**config.mk**
```make
export PLATFORM = sky130hd
export DESIGN_NAME = base64_stream_decoder_unit_flat
export DESIGN_NICKNAME = d
export VERILOG_FILES = /design/src/rtl/b64d_pkg.sv /design/src/rtl/b64d_ifs.sv /design/src/rtl/b64d_front.sv /design/src/rtl/b64d_queue.sv /design/src/rtl/b64d_back.sv /design/src/rtl/base64_stream_decoder_unit.sv /design/src/flat_wrapper.sv
export VERILOG_INCLUDE_DIRS = /design/src /design/src/rtl
export SDC_FILE = /design/constraint.sdc
export NUM_CORES = 1
export LEC_CHECK = 0
export BUFFER_PORTS_ARGS = -buffer_cell sky130_fd_sc_hd__buf_2
export CAP_MARGIN = 15
export CELL_PAD_IN_SITES_DETAIL_PLACEMENT = 1
export CELL_PAD_IN_SITES_GLOBAL_PLACEMENT = 2
export CORE_MARGIN = 2
export CORE_UTILIZATION = 35
export CTS_CLUSTER_SIZE = 12
export DETAILED_ROUTE_END_ITERATION = 8
export PLACE_DENSITY_LB_ADDON = 0.1
export SLEW_MARGIN = 15
export SYNTH_ARGS = -nofsm -noshare
export SYNTH_HDL_FRONTEND = slang
export SYNTH_HIERARCHICAL = 1
export SYNTH_SLANG_ARGS = --single-unit
```
**constraint.sdc**
```tcl
create_clock -name clk -period 2.37 [get_ports clk]
set_input_delay 0.1185 -clock clk [delete_from_list [all_inputs] [get_ports clk]]
set_output_delay 0.1185 -clock clk [all_outputs]
set_load 0.01 [all_outputs]
```
**src/rtl/base64_stream_decoder_unit_macros.svh**
```systemverilog
`ifndef BASE64_STREAM_DECODER_UNIT_MACROS_SVH
`define BASE64_STREAM_DECODER_UNIT_MACROS_SVH

// Both macros sample on clk and are disabled while rst_n is low.
`define B64D_ASSERT(name, expr, msg) \
    name: assert property (@(posedge clk) disable iff (!rst_n) (expr)) else $error(msg);

`define B64D_ASSERT_NEXT(name, pre, post, msg) \
    name: assert property (@(posedge clk) disable iff (!rst_n) (pre) |=> (post)) else $error(msg);

`endif

```
**src/rtl/b64d_pkg.sv**
```systemverilog
`timescale 1ns / 1ps

package b64d_pkg;

    localparam int QueueDepth = 2;

    localparam logic [7:0] ChNewline = 8'h0A;
    localparam logic [7:0] ChEquals  = 8'h3D;

    typedef struct packed {
        logic [5:0] sextet;
        logic       alpha;
        logic       equals;
        logic       newline;
        logic       restart;
    } b64d_item_t;

    function automatic b64d_item_t b64d_classify(input logic [7:0] c, input logic rs);
        b64d_item_t it;
        it.sextet  = '0;
        it.alpha   = 1'b1;
        it.equals  = (c == ChEquals);
        it.newline = (c == ChNewline);
        it.restart = rs;
        if (c >= 8'h41 && c <= 8'h5A) begin
            it.sextet = 6'(c - 8'h41);
        end else if (c >= 8'h61 && c <= 8'h7A) begin
            it.sextet = 6'(c - 8'h61 + 8'd26);
        end else if (c >= 8'h30 && c <= 8'h39) begin
            it.sextet = 6'(c - 8'h30 + 8'd52);
        end else if (c == 8'h2B) begin
            it.sextet = 6'd62;
        end else if (c == 8'h2F) begin
            it.sextet = 6'd63;
        end else begin
            it.alpha = 1'b0;
        end
        return it;
    endfunction

endpackage

```
**src/rtl/b64d_ifs.sv**
```systemverilog
`timescale 1ns / 1ps

interface b64d_text_if;
    logic       valid;
    logic       ready;
    logic [7:0] in_byte;
    logic       restart;

    modport source (output valid, output in_byte, output restart, input ready);
    modport sink (input valid, input in_byte, input restart, output ready);
endinterface

interface b64d_item_if;
    logic                valid;
    logic                ready;
    b64d_pkg::b64d_item_t item;

    modport source (output valid, output item, input ready);
    modport sink (input valid, input item, output ready);
endinterface

interface b64d_data_if;
    logic       valid;
    logic       ready;
    logic [7:0] out_byte;
    logic       out_valid;
    logic       finished;
    logic       error;

    modport source (output valid, output out_byte, output out_valid, output finished,
                    output error, input ready);
    modport sink (input valid, input out_byte, input out_valid, input finished,
                  input error, output ready);
endinterface

```
**src/rtl/b64d_front.sv**
```systemverilog
`timescale 1ns / 1ps

module b64d_front (
    b64d_text_if.sink   text,
    b64d_item_if.source push
);
    import b64d_pkg::*;

    assign push.valid = text.valid;
    assign push.item  = b64d_classify(text.in_byte, text.restart);
    assign text.ready = push.ready;

endmodule

```
**src/rtl/b64d_queue.sv**
```systemverilog
`timescale 1ns / 1ps

module b64d_queue #(
    parameter int DEPTH = b64d_pkg::QueueDepth
) (
    input logic         clk,
    input logic         rst_n,
    b64d_item_if.sink   push,
    b64d_item_if.source pop
);
    import b64d_pkg::*;

    localparam int PtrW = (DEPTH > 1) ? $clog2(DEPTH) : 1;
    localparam int CntW = $clog2(DEPTH + 1);

    b64d_item_t mem [DEPTH];
    logic [PtrW-1:0] wr_ptr_reg, wr_ptr_next;
    logic [PtrW-1:0] rd_ptr_reg, rd_ptr_next;
    logic [CntW-1:0] count_reg, count_next;
    logic do_push, do_pop;

    assign push.ready = (count_reg != CntW'(DEPTH));
    assign pop.valid  = (count_reg != '0);
    assign pop.item   = mem[rd_ptr_reg];
    assign do_push    = push.valid && push.ready;
    assign do_pop     = pop.valid && pop.ready;

    always_comb
    begin
        wr_ptr_next = wr_ptr_reg;
        rd_ptr_next = rd_ptr_reg;
        count_next  = count_reg;
        if (do_push)
        begin
            wr_ptr_next = (wr_ptr_reg == PtrW'(DEPTH - 1)) ? '0 : wr_ptr_reg + 1'b1;
        end
        if (do_pop)
        begin
            rd_ptr_next = (rd_ptr_reg == PtrW'(DEPTH - 1)) ? '0 : rd_ptr_reg + 1'b1;
        end
        if (do_push && !do_pop)
        begin
            count_next = count_reg + 1'b1;
        end
        else if (do_pop && !do_push)
        begin
            count_next = count_reg - 1'b1;
        end
    end

    always_ff @(posedge clk)
    begin
        if (do_push)
        begin
            mem[wr_ptr_reg] <= push.item;
        end
    end

    always_ff @(posedge clk or negedge rst_n)
    begin
        if (!rst_n)
        begin
            wr_ptr_reg <= '0;
            rd_ptr_reg <= '0;
            count_reg  <= '0;
        end
        else
        begin
            wr_ptr_reg <= wr_ptr_next;
            rd_ptr_reg <= rd_ptr_next;
            count_reg  <= count_next;
        end
    end

endmodule

```
**src/rtl/b64d_back.sv**
```systemverilog
`timescale 1ns / 1ps

module b64d_back (
    input logic         clk,
    input logic         rst_n,
    b64d_item_if.sink   pop,
    b64d_data_if.source data
);
    import b64d_pkg::*;

    logic [1:0] slot_reg, slot_next;
    logic [5:0] held_reg, held_next;
    logic       ignore_reg, ignore_next;
    logic [2:0] head_eq_reg, head_eq_next;
    logic       at_head_reg, at_head_next;
    logic       pad_reg, pad_next;
    logic       end_reg, end_next;
    logic       fault_reg, fault_next;

    logic       obeat_reg;
    logic [7:0] byte_reg, byte_next;
    logic       bvalid_reg, bvalid_next;
    logic       take;

    assign pop.ready = !obeat_reg || data.ready;
    assign take      = pop.valid && pop.ready;

    always_comb
    begin
        logic handled;
        b64d_item_t it;
        it           = pop.item;
        handled      = 1'b0;
        slot_next    = slot_reg;
        held_next    = held_reg;
        ignore_next  = ignore_reg;
        head_eq_next = head_eq_reg;
        at_head_next = at_head_reg;
        pad_next     = pad_reg;
        end_next     = end_reg;
        fault_next   = fault_reg;
        byte_next    = '0;
        bvalid_next  = 1'b0;

        if (it.restart)
        begin
            slot_next    = '0;
            held_next    = '0;
            ignore_next  = 1'b0;
            head_eq_next = '0;
            at_head_next = 1'b1;
            pad_next     = 1'b0;
            end_next     = 1'b0;
            fault_next   = 1'b0;
        end

        if (!fault_next && !end_next)
        begin
            if (at_head_next)
            begin
                if (it.equals)
                begin
                    head_eq_next = head_eq_next + 1'b1;
                    if (head_eq_next >= 3'd4)
                    begin
                        end_next     = 1'b1;
                        at_head_next = 1'b0;
                    end
                    handled = 1'b1;
                end
                else
                begin
                    at_head_next = 1'b0;
                    head_eq_next = '0;
                    if (pad_next)
                    begin
                        fault_next = 1'b1;
                        handled    = 1'b1;
                    end
                end
            end
            if (!handled && ignore_next)
            begin
                if (it.newline)
                begin
                    ignore_next  = 1'b0;
                    at_head_next = 1'b1;
                    head_eq_next = '0;
                end
                handled = 1'b1;
            end
            if (!handled)
            begin
                if (it.newline)
                begin
                    if (slot_next == 2'd0)
                    begin
                        at_head_next = 1'b1;
                        head_eq_next = '0;
                    end
                    else
                    begin
                        fault_next = 1'b1;
                    end
                end
                else if (slot_next == 2'd0)
                begin
                    if (it.alpha)
                    begin
                        held_next = it.sextet;
                        slot_next = 2'd1;
                    end
                end
                else if (slot_next == 2'd1)
                begin
                    if (it.equals)
                    begin
                        fault_next = 1'b1;
                    end
                    else if (it.alpha)
                    begin
                        byte_next   = {held_next, it.sextet[5:4]};
                        bvalid_next = 1'b1;
                        held_next   = it.sextet;
                        slot_next   = 2'd2;
                    end
                end
                else
                begin
                    if (it.equals)
                    begin
                        pad_next    = 1'b1;
                        ignore_next = 1'b1;
                        slot_next   = 2'd0;
                    end
                    else if (it.alpha)
                    begin
                        if (slot_next == 2'd2)
                        begin
                            byte_next = {held_next[3:0], it.sextet[5:2]};
                            slot_next = 2'd3;
                        end
                        else
                        begin
                            byte_next = {held_next[1:0], it.sextet};
                            slot_next = 2'd0;
                        end
                        bvalid_next = 1'b1;
                        held_next   = it.sextet;
                    end
                end
            end
        end

        if (fault_next)
        begin
            byte_next   = '0;
            bvalid_next = 1'b0;
        end
    end

    always_ff @(posedge clk or negedge rst_n)
    begin
        if (!rst_n)
        begin
            slot_reg    <= '0;
            held_reg    <= '0;
            ignore_reg  <= 1'b0;
            head_eq_reg <= '0;
            at_head_reg <= 1'b1;
            pad_reg     <= 1'b0;
            end_reg     <= 1'b0;
            fault_reg   <= 1'b0;
            obeat_reg   <= 1'b0;
        end
        else
        begin
            if (take)
            begin
                slot_reg    <= slot_next;
                held_reg    <= held_next;
                ignore_reg  <= ignore_next;
                head_eq_reg <= head_eq_next;
                at_head_reg <= at_head_next;
                pad_reg     <= pad_next;
                end_reg     <= end_next;
                fault_reg   <= fault_next;
                obeat_reg   <= 1'b1;
            end
            else if (data.ready)
            begin
                obeat_reg <= 1'b0;
            end
        end
    end

    always_ff @(posedge clk)
    begin
        if (take)
        begin
            byte_reg   <= byte_next;
            bvalid_reg <= bvalid_next;
        end
    end

    assign data.valid     = obeat_reg;
    assign data.out_byte  = byte_reg;
    assign data.out_valid = bvalid_reg;
    assign data.finished  = end_reg;
    assign data.error     = fault_reg;

endmodule

```
**src/rtl/base64_stream_decoder_unit.sv**
```systemverilog
// Channel | Direction | Beat contents
// text    | in        | in_byte, restart
// data    | out       | out_byte, out_valid, finished, error
//
// Every text beat yields exactly one data beat, in order.
// Sustained rate is one beat per cycle while data is ready; a beat is held in the
// queue, then in the decoder's output register. The front classifies each character
// and a small queue decouples it from the decoder, whose state and output register
// advance only when a beat is taken. Reset is asynchronous and active low; a stalled
// data port stops the decoder, and the front stalls once the queue is full.
`timescale 1ns / 1ps

`include "base64_stream_decoder_unit_macros.svh"

module base64_stream_decoder_unit #(
    parameter int QUEUE_DEPTH = b64d_pkg::QueueDepth
) (
    input logic         clk,
    input logic         rst_n,
    b64d_text_if.sink   text,
    b64d_data_if.source data
);
    import b64d_pkg::*;

    b64d_item_if push ();
    b64d_item_if mid ();

    b64d_front u_front (
        .text (text),
        .push (push.source)
    );

    b64d_queue #(
        .DEPTH (QUEUE_DEPTH)
    ) u_queue (
        .clk   (clk),
        .rst_n (rst_n),
        .push  (push.sink),
        .pop   (mid.source)
    );

    b64d_back u_back (
        .clk   (clk),
        .rst_n (rst_n),
        .pop   (mid.sink),
        .data  (data)
    );

    `B64D_ASSERT(a_error_masks_byte, !(data.valid && data.error) || (!data.out_valid && data.out_byte == 8'h00), "decoded byte reported while error is set")
    `B64D_ASSERT_NEXT(a_push_fills_queue, text.valid && text.ready, mid.valid, "accepted text beat did not reach the queue")
    `B64D_ASSERT(a_empty_queue_ready, mid.valid || text.ready, "front stalled with an empty queue")

endmodule
```
**src/flat_wrapper.sv**
```systemverilog
// flat-port wrapper written by rule: the top's interface ports become plain ports
module base64_stream_decoder_unit_flat import b64d_pkg::*;
#(
    parameter int QUEUE_DEPTH = b64d_pkg::QueueDepth
)
  (clk, rst_n, text_valid, text_in_byte, text_restart, text_ready, data_valid, data_out_byte, data_out_valid, data_finished, data_error, data_ready);
  b64d_text_if text_i ();
  b64d_data_if data_i ();
  input logic clk;
  input logic rst_n;
  input wire logic [$bits(text_i.valid)-1:0] text_valid;
  input wire logic [$bits(text_i.in_byte)-1:0] text_in_byte;
  input wire logic [$bits(text_i.restart)-1:0] text_restart;
  output wire logic [$bits(text_i.ready)-1:0] text_ready;
  output wire logic [$bits(data_i.valid)-1:0] data_valid;
  output wire logic [$bits(data_i.out_byte)-1:0] data_out_byte;
  output wire logic [$bits(data_i.out_valid)-1:0] data_out_valid;
  output wire logic [$bits(data_i.finished)-1:0] data_finished;
  output wire logic [$bits(data_i.error)-1:0] data_error;
  input wire logic [$bits(data_i.ready)-1:0] data_ready;
  assign text_i.valid = text_valid;
  assign text_i.in_byte = text_in_byte;
  assign text_i.restart = text_restart;
  assign text_ready = text_i.ready;
  assign data_valid = data_i.valid;
  assign data_out_byte = data_i.out_byte;
  assign data_out_valid = data_i.out_valid;
  assign data_finished = data_i.finished;
  assign data_error = data_i.error;
  assign data_i.ready = data_ready;
  base64_stream_decoder_unit #(.QUEUE_DEPTH(QUEUE_DEPTH)) u_core (.clk(clk), .rst_n(rst_n), .text(text_i), .data(data_i));
endmodule
```
==> results of run 1 <==
==> final timing paths <==
kind,from,endpoint,slack (ns),cells after the start
max,u_core/u_queue/rd_ptr_reg$_DFFE_PN0P_,u_core/u_back/head_eq_reg[2]$_DFFE_PN0P_,0.19,8
min,text_restart,u_core/u_queue/mem[0][0]$_DFFE_PP_,0.02,1
max reg2reg,u_core/u_queue/rd_ptr_reg$_DFFE_PN0P_,u_core/u_back/head_eq_reg[2]$_DFFE_PN0P_,0.19,8
min reg2reg,u_core/u_back/head_eq_reg[1]$_DFFE_PN0P_,u_core/u_back/head_eq_reg[1]$_DFFE_PN0P_,0.49,1
max in group asynchronous,rst_n,u_core/u_back/at_head_reg$_DFFE_PN1P_,1.70,2
min in group asynchronous,rst_n,u_core/u_back/head_eq_reg[2]$_DFFE_PN0P_,0.31,2
==> logic make-up after synthesis <==
kind of cell               count (synthesis)  synth area share
and+or+nand+nor                          101             0.185
AOI/OAI and AO/OA                         85             0.198
DFF                                       50             0.453
buffers and inverters                     33            0.0523
muxes                                     14            0.0494
adders and majority gates                 12            0.0486
xor gates and xnor gates                   5            0.0142
==> area by class of cell <==
cell class / instances / area share
clock inverters: 3 / 0.0126
inverters: 17 / 0.0183
repair buffers: 39 / 0.0669
clock buffers: 5 / 0.0198
well taps: 108 / 0.0388
multi-input cells: 217 / 0.442
flip-flops and latches: 50 / 0.402
==> timing repair <==
| action | 4_1_cts | 5_1_grt |
|---|---|---|
| endpoints found under the hold margin | 20 | 0 |
| hold buffers | 1 | 0 |
| setup buffers | 0 | 0 |
| resized for setup | 0 | 1 |
| endpoints found under the setup margin | 0 | 6 |
==> metal layers <==
metal  routed length, µm  GRT usage
met5                   0          0
met4                  41     0.0342
met3                 220     0.0215
met2                3720      0.293
met1                3450      0.211
==> through the flow <==
step | power [mW] | worst slack [ns] | std cells | util
floorplan | 2.58 | 0.162 | 300 | -
global placement | 3.08 | 0.198 | 430 | 0.388
detailed placement | 3.11 | 0.114 | 430 | 0.388
CTS | 3.73 | 0.0769 | 439 | 0.402
global route | 3.99 | 0.00599 | 439 | 0.403
finish | 3.70 | 0.190 | 439 | 0.403
==> synth_stat cells, types with 3 or more instances <==
cell      count  area share
ha_1         12       0.049
nand2b_1      5       0.010
o21ai_0      15       0.024
buf_2         6      0.0097
nor2b_1       9       0.018
xnor2_1       3      0.0085
mux2i_1       4       0.013
mux2_2       10       0.036
a211oi_1     13       0.032
buf_4         4      0.0097
nor2_1       15       0.018
edfxtp_1     29        0.28
nand3_1       9       0.015
a21boi_0      4      0.0097
o22ai_1       6       0.012
inv_1        17       0.021
nand4_1       3      0.0061
nor3_4        3       0.016
nor3_1        3      0.0049
dfrtp_1      20        0.16
a221oi_1      3      0.0085
a21oi_1      13       0.021
and3_1        3      0.0061
o21ai_1       3      0.0049
clkbuf_1      3      0.0036
nand2_1      35       0.043
a21o_1        3      0.0073
==> worst reg2reg max path, delay by kind of cell, from the launching register on <==
family / cells / cell delay (ns)
AOI/OAI and AO/OA: 4 / 0.69
muxes: 1 / 0.44
DFF: 1 / 0.43
adders and majority gates: 1 / 0.23
buffers and inverters: 1 / 0.19
and+or+nand+nor: 1 / 0.16
==> power groups by stage <==
stage / sequential [mW] / combinational (mW) / clock, mW
finish: 1.40 / 1.69 / 0.611
floorplan: 1.40 / 1.18 / 0
detailed placement: 1.43 / 1.68 / 0
CTS: 1.41 / 1.69 / 0.636
global route: 1.44 / 1.87 / 0.679
global placement: 1.42 / 1.67 / 0
==> summary.md, run 1 <==
| Metric | Value |
|---|---|
| Sequential share of power | 0.379 |
| Most frequent cells in the layout | 35 x nand2_1, 29 x edfxtp_1, 25 x buf_2 |
| Initial antenna violation count | 0 |
| Initial core utilization | 0.358 |
| Skew-Pair Late Insertion Delay | 0.30 ns |
| Combinational power share | 0.456 |
| Tcrit/Tclk final | 0.920 |
| IO Pins | 26 |
| Core area | 8640 µm² |
| Worst hold slack | 0.0237 ns |
| Initial DRC Count | 46 |
| Placed Area | 3350 µm² |
| Placer Congestion | 0.818 |
| Switch share | 0.398 |
| CP Max Fanout | 8 |
| Global-route wire length before repair | 12800 µm |
| Clock network power share | 0.165 |
| Pwr dens | 1060 nW/µm² |
| Via count | 2374 |
| Outcome | finished, final reports clean |
| Critical path, cell by cell | mux2_2, buf_4, nor2b_1, ha_1, o21ai_0, a211oi_1, a21boi_0, a21o_1 |
| Inserted Clock Buffers | 5 |
| Fill cells | 999 |
| Critical path buffer and inverter count | 1 |
| Pint | 2.23 mW |
| DIE AREA | 9590 µm² |
| Worst Path Class, Setup | flip-flop to flip-flop |
| Pin count of the biggest net entering global routing | 22 |
| 1st-pass router iterations | 4 |
| Number of synthesized flops with an enable pin | 29 |
| Dpl hpwl | 5760 µm |
| CTS tree | built |
| Mapped Cells | 300 |
| Die width | 97.9 µm |
| Primary FF master, synth | edfxtp_1 |
| Flip-flop count of the largest register after layout | 20 |
| Finish-stage setup viols | 0 |
| Arrival @ worst endpoint | 2.43 ns |
| CP endpoint kind | flip-flop |
| Area of the multi-input gates | 1540 µm² |
| Most common cell after layout, fill and taps aside | nand2_1 |
| Hold Path Class | input port to flip-flop |
| Slew @ Worst Pin | 0.570 ns |
| Worst-path clk slew | 0.10 ns |
| Row count | 34 |
| Seq cells post-synth | 50 |
| Unrepaired setup endpoints after global routing | false |
| Antenna Violating Nets Remaining | 0 |
| Worst slew margin | 0.617 |
| Share of cells above drive strength 1 | 0.221 |
| Final worst path period need | 2.18 ns |
| Crit-path slowest cell | mux2_2 |
| Post-DR wirelength/cell | 16.9 µm |
| Drt drc | 0 |
| Post-synthesis instance area | 3090 µm² |
| Vias in the first global route | 2524 |
| Final setup TNS | 0 ns |
| Largest delay contributor family on the critical path | compound AO/OA/AOI/OAI gates |
| Max Fclk | 0.459 GHz |
| Post-Syn Nets | 325 |
| Final instance area | 3480 µm² |
| Via-to-Cell Ratio | 5.41 |
| Avg Cell Area, Syn | 10.3 µm² |
| Asr flop ratio synth | 0.420 |
| Clock Path Buffers | 2 |
| Nets | 355 |
| Required @ worst endpoint | 2.62 ns |
| Seq/Total Area, Yosys | 0.453 |
| Routed WL | 7420 µm |
| Worst Skew | 0.00873 ns |
| IO Port Bufs | 25 |
| Syn. warnings | 6 |
| Slew Limit Fails | 0 |
| VDD IR max | 0.000391 V |
| Startpoint Class | flip-flop |
| Pleak | 1.41 nW |
| NetSw | 1.47 mW |
| CTS HTree Levels | 2 |
| Die H | 97.9 µm |
| GRT Util Overall | 0.163 |
| Antenna cells | 0 |
| Largest stage delay, worst path | 0.44 ns |
| GRT overflow | 0 |
| Final Hold Viols | 0 |
| Sink Count | 50 |
| Area growth from synthesis to layout | 12.7% |
| Register area | 1400 µm² |
| Root buf cell | clkbuf_8 |
| Synth cell types | 62 |
| Max-cap viol count | 0 |
(Power assumes the default switching activity.)
==> inputs of run 2 (changes only) <==
--- a/config.mk
+++ b/config.mk
@@ -8,13 +8,10 @@
 export LEC_CHECK = 0
 export BUFFER_PORTS_ARGS = -buffer_cell sky130_fd_sc_hd__buf_2
 export CAP_MARGIN = 15
-export CELL_PAD_IN_SITES_DETAIL_PLACEMENT = 1
-export CELL_PAD_IN_SITES_GLOBAL_PLACEMENT = 2
 export CORE_MARGIN = 2
-export CORE_UTILIZATION = 35
+export CORE_UTILIZATION = 40
 export CTS_CLUSTER_SIZE = 12
 export DETAILED_ROUTE_END_ITERATION = 8
-export PLACE_DENSITY_LB_ADDON = 0.1
 export SLEW_MARGIN = 15
 export SYNTH_ARGS = -nofsm -noshare
 export SYNTH_HDL_FRONTEND = slang
==> summary.md, run 2 (same netlist as run 1, synthesis figures left out) <==
| Metric | Value |
|---|---|
| Post-CTS setup buffers | 0 (unchanged) |
| Most common cell after layout, fill and taps aside | nand2_1 (unchanged) |
| Unrepaired setup endpoints after global routing | false (unchanged) |
| CP Max Fanout | 11 (was 8) |
| Startpoint Class | flip-flop (unchanged) |
| Drt drc | 0 (unchanged) |
| Post-DR wirelength/cell | 14.0 µm (was 16.9 µm) |
| GRT overflow | 0 (unchanged) |
| Required @ worst endpoint | 2.49 ns (was 2.62 ns) |
| Hold Path Class | input port to flip-flop (unchanged) |
| Area growth from synthesis to layout | 10.9% (was 12.7%) |
| Initial antenna violation count | 0 (unchanged) |
| Initial DRC Count | 91 (was 46) |
| Pleak | 1.38 nW (was 1.41 nW) |
| CTS HTree Levels | 2 (unchanged) |
| Root buf cell | clkbuf_8 (unchanged) |
| DIE AREA | 8440 µm² (was 9590 µm²) |
| GRT Util Overall | 0.149 (was 0.163) |
| Flip-flop count of the largest register after layout | 20 (unchanged) |
| Tcrit/Tclk final | 0.912 (was 0.920) |
| Worst Skew | 0.00480 ns (was 0.00873 ns) |
| Placed Area | 3300 µm² (was 3350 µm²) |
| Finished Core Util | 0.450 (was 0.403) |
| Die width | 91.9 µm (was 97.9 µm) |
| Beginning of the worst hold path | text_restart (unchanged) |
| IO Pins | 26 (unchanged) |
| Max Fclk | 0.463 GHz (was 0.459 GHz) |
| Pwr dens | 1040 nW/µm² (was 1060 nW/µm²) |
| 1st-pass router iterations | 4 (unchanged) |
| Slew Limit Fails | 0 (unchanged) |
| Vias in the first global route | 2160 (was 2524) |
| R2R Setup Slk | 0.21 ns (was 0.19 ns) |
| Via count | 2305 (was 2374) |
| CP endpoint kind | flip-flop (unchanged) |
| Arrival @ worst endpoint | 2.29 ns (was 2.43 ns) |
| Core area | 7610 µm² (was 8640 µm²) |
| Dpl hpwl | 4480 µm (was 5760 µm) |
| Worst Path Class, Setup | flip-flop to flip-flop (unchanged) |
| Worst-path clk slew | 0.09 ns (was 0.10 ns) |
| Fill cells | 760 (was 999) |
| Worst Setup SP | u_core/u_queue/rd_ptr_reg$_DFFE_PN0P_ (unchanged) |
| Nets | 349 (was 355) |
| Max-cap viol count | 0 (unchanged) |
| VDD IR max | 0.000327 V (was 0.000391 V) |
| Share of cells above drive strength 1 | 0.209 (was 0.221) |
| IO Port Bufs | 25 (unchanged) |
| Global-route wire length before repair | 10300 µm (was 12800 µm) |
| Slew @ Worst Pin | 0.498 ns (was 0.570 ns) |
| Total power | 3.55 mW (was 3.70 mW) |
| Final worst path period need | 2.16 ns (was 2.18 ns) |
| Clock Path Buffers | 2 (unchanged) |
| Routed WL | 6000 µm (was 7420 µm) |
| Initial core utilization | 0.406 (was 0.358) |
| Skew-Pair Late Insertion Delay | 0.30 ns (about the same) |
| Pin count of the biggest net entering global routing | 22 (unchanged) |
| Antenna Violating Nets Remaining | 0 (unchanged) |
| Most frequent cells in the layout | 35 x nand2_1, 29 x edfxtp_1, 25 x buf_2 (unchanged) |
| Antenna cells | 0 (unchanged) |
| Final setup TNS | 0 ns (unchanged) |
| Inserted Clock Buffers | 5 (unchanged) |
| Worst slew margin | 0.668 (was 0.617) |
| Final Hold Viols | 0 (unchanged) |
| Sink Count | 50 (unchanged) |
| RR Startpoint | u_core/u_queue/rd_ptr_reg$_DFFE_PN0P_ (unchanged) |
| CTS tree | built (unchanged) |
| Finish-stage setup viols | 0 (unchanged) |
| Row count | 32 (was 34) |
| Via-to-Cell Ratio | 5.40 (was 5.41) |
| Final instance area | 3420 µm² (was 3480 µm²) |
| Placer Congestion | 0.825 (was 0.818) |
| Outcome | finished, final reports clean (unchanged) |
| Die H | 91.9 µm (was 97.9 µm) |
-- run 2: critical path: stages, from the launching register on --
cell and delay [ns]:
dfrtp_1 0.45, mux2_2 0.47, inv_1 0.25, a22oi_2 0.16, nor3_4 0.25, nand3_2 0.19
a211oi_1 0.22
-- run 2: layout make-up --
class,count,area (µm²),area share
clock buffer,5,68.8,0.0201
clock inverter,3,43.8,0.0128
inverter,17,67.6,0.0197
multi-input combinational,217,1530,0.447
sequential,50,1400,0.408
tap,102,128,0.0373
timing repair buffer,33,188,0.0548
-- run 2: metrics by stage --
stage	instances	worst slack (ns)	hold WS, ns
final	427	0.209	0.0210
after global routing	427	0.00766	0.00822
after CTS	427	0.162	0.0159
after detailed placement	418	0.200	0.117
after global placement	418	0.212	0.116
after floorplan	300	0.162	-0.177
-- run 2: timing repair --
action / 4_1_cts / 5_1_grt
hold buffers: 1 / 0
resized for setup: 0 / 2
endpoints found under the setup margin: 0 / 7
hold endpoints to repair: 20 / 0
-- run 2: metal layers --
metal / GRT usage / up-vias / part of all wire
li1: - / 1162 / -
met1: 0.197 / 1089 / 0.47
met2: 0.260 / 52 / 0.49
met3: 0.0173 / 2 / 0.036
met4: 0.0373 / 0 / 0.0067
met5: 0 / - / 0
-- run 2: final timing paths --
| path | to | cells past startpoint |
|---|---|---|
| worst max register to register | u_core/u_back/data.out_byte[4]$_SDFFCE_PP0P_ | 6 |
| worst min register to register | u_core/u_back/head_eq_reg[1]$_DFFE_PN0P_ | 1 |
| max in group asynchronous | u_core/u_back/at_head_reg$_DFFE_PN1P_ | 2 |
| worst max-delay path | u_core/u_back/data.out_byte[4]$_SDFFCE_PP0P_ | 6 |
| worst min-delay path | u_core/u_queue/mem[0][0]$_DFFE_PP_ | 1 |
| min in group asynchronous | u_core/u_back/head_eq_reg[2]$_DFFE_PN0P_ | 2 |
-- run 2: where the power goes --
part           total [mW]  internal (mW)  switching [mW]
Combinational        1.54          0.628           0.912
Clock               0.599          0.317           0.283
Sequential           1.41           1.23           0.185
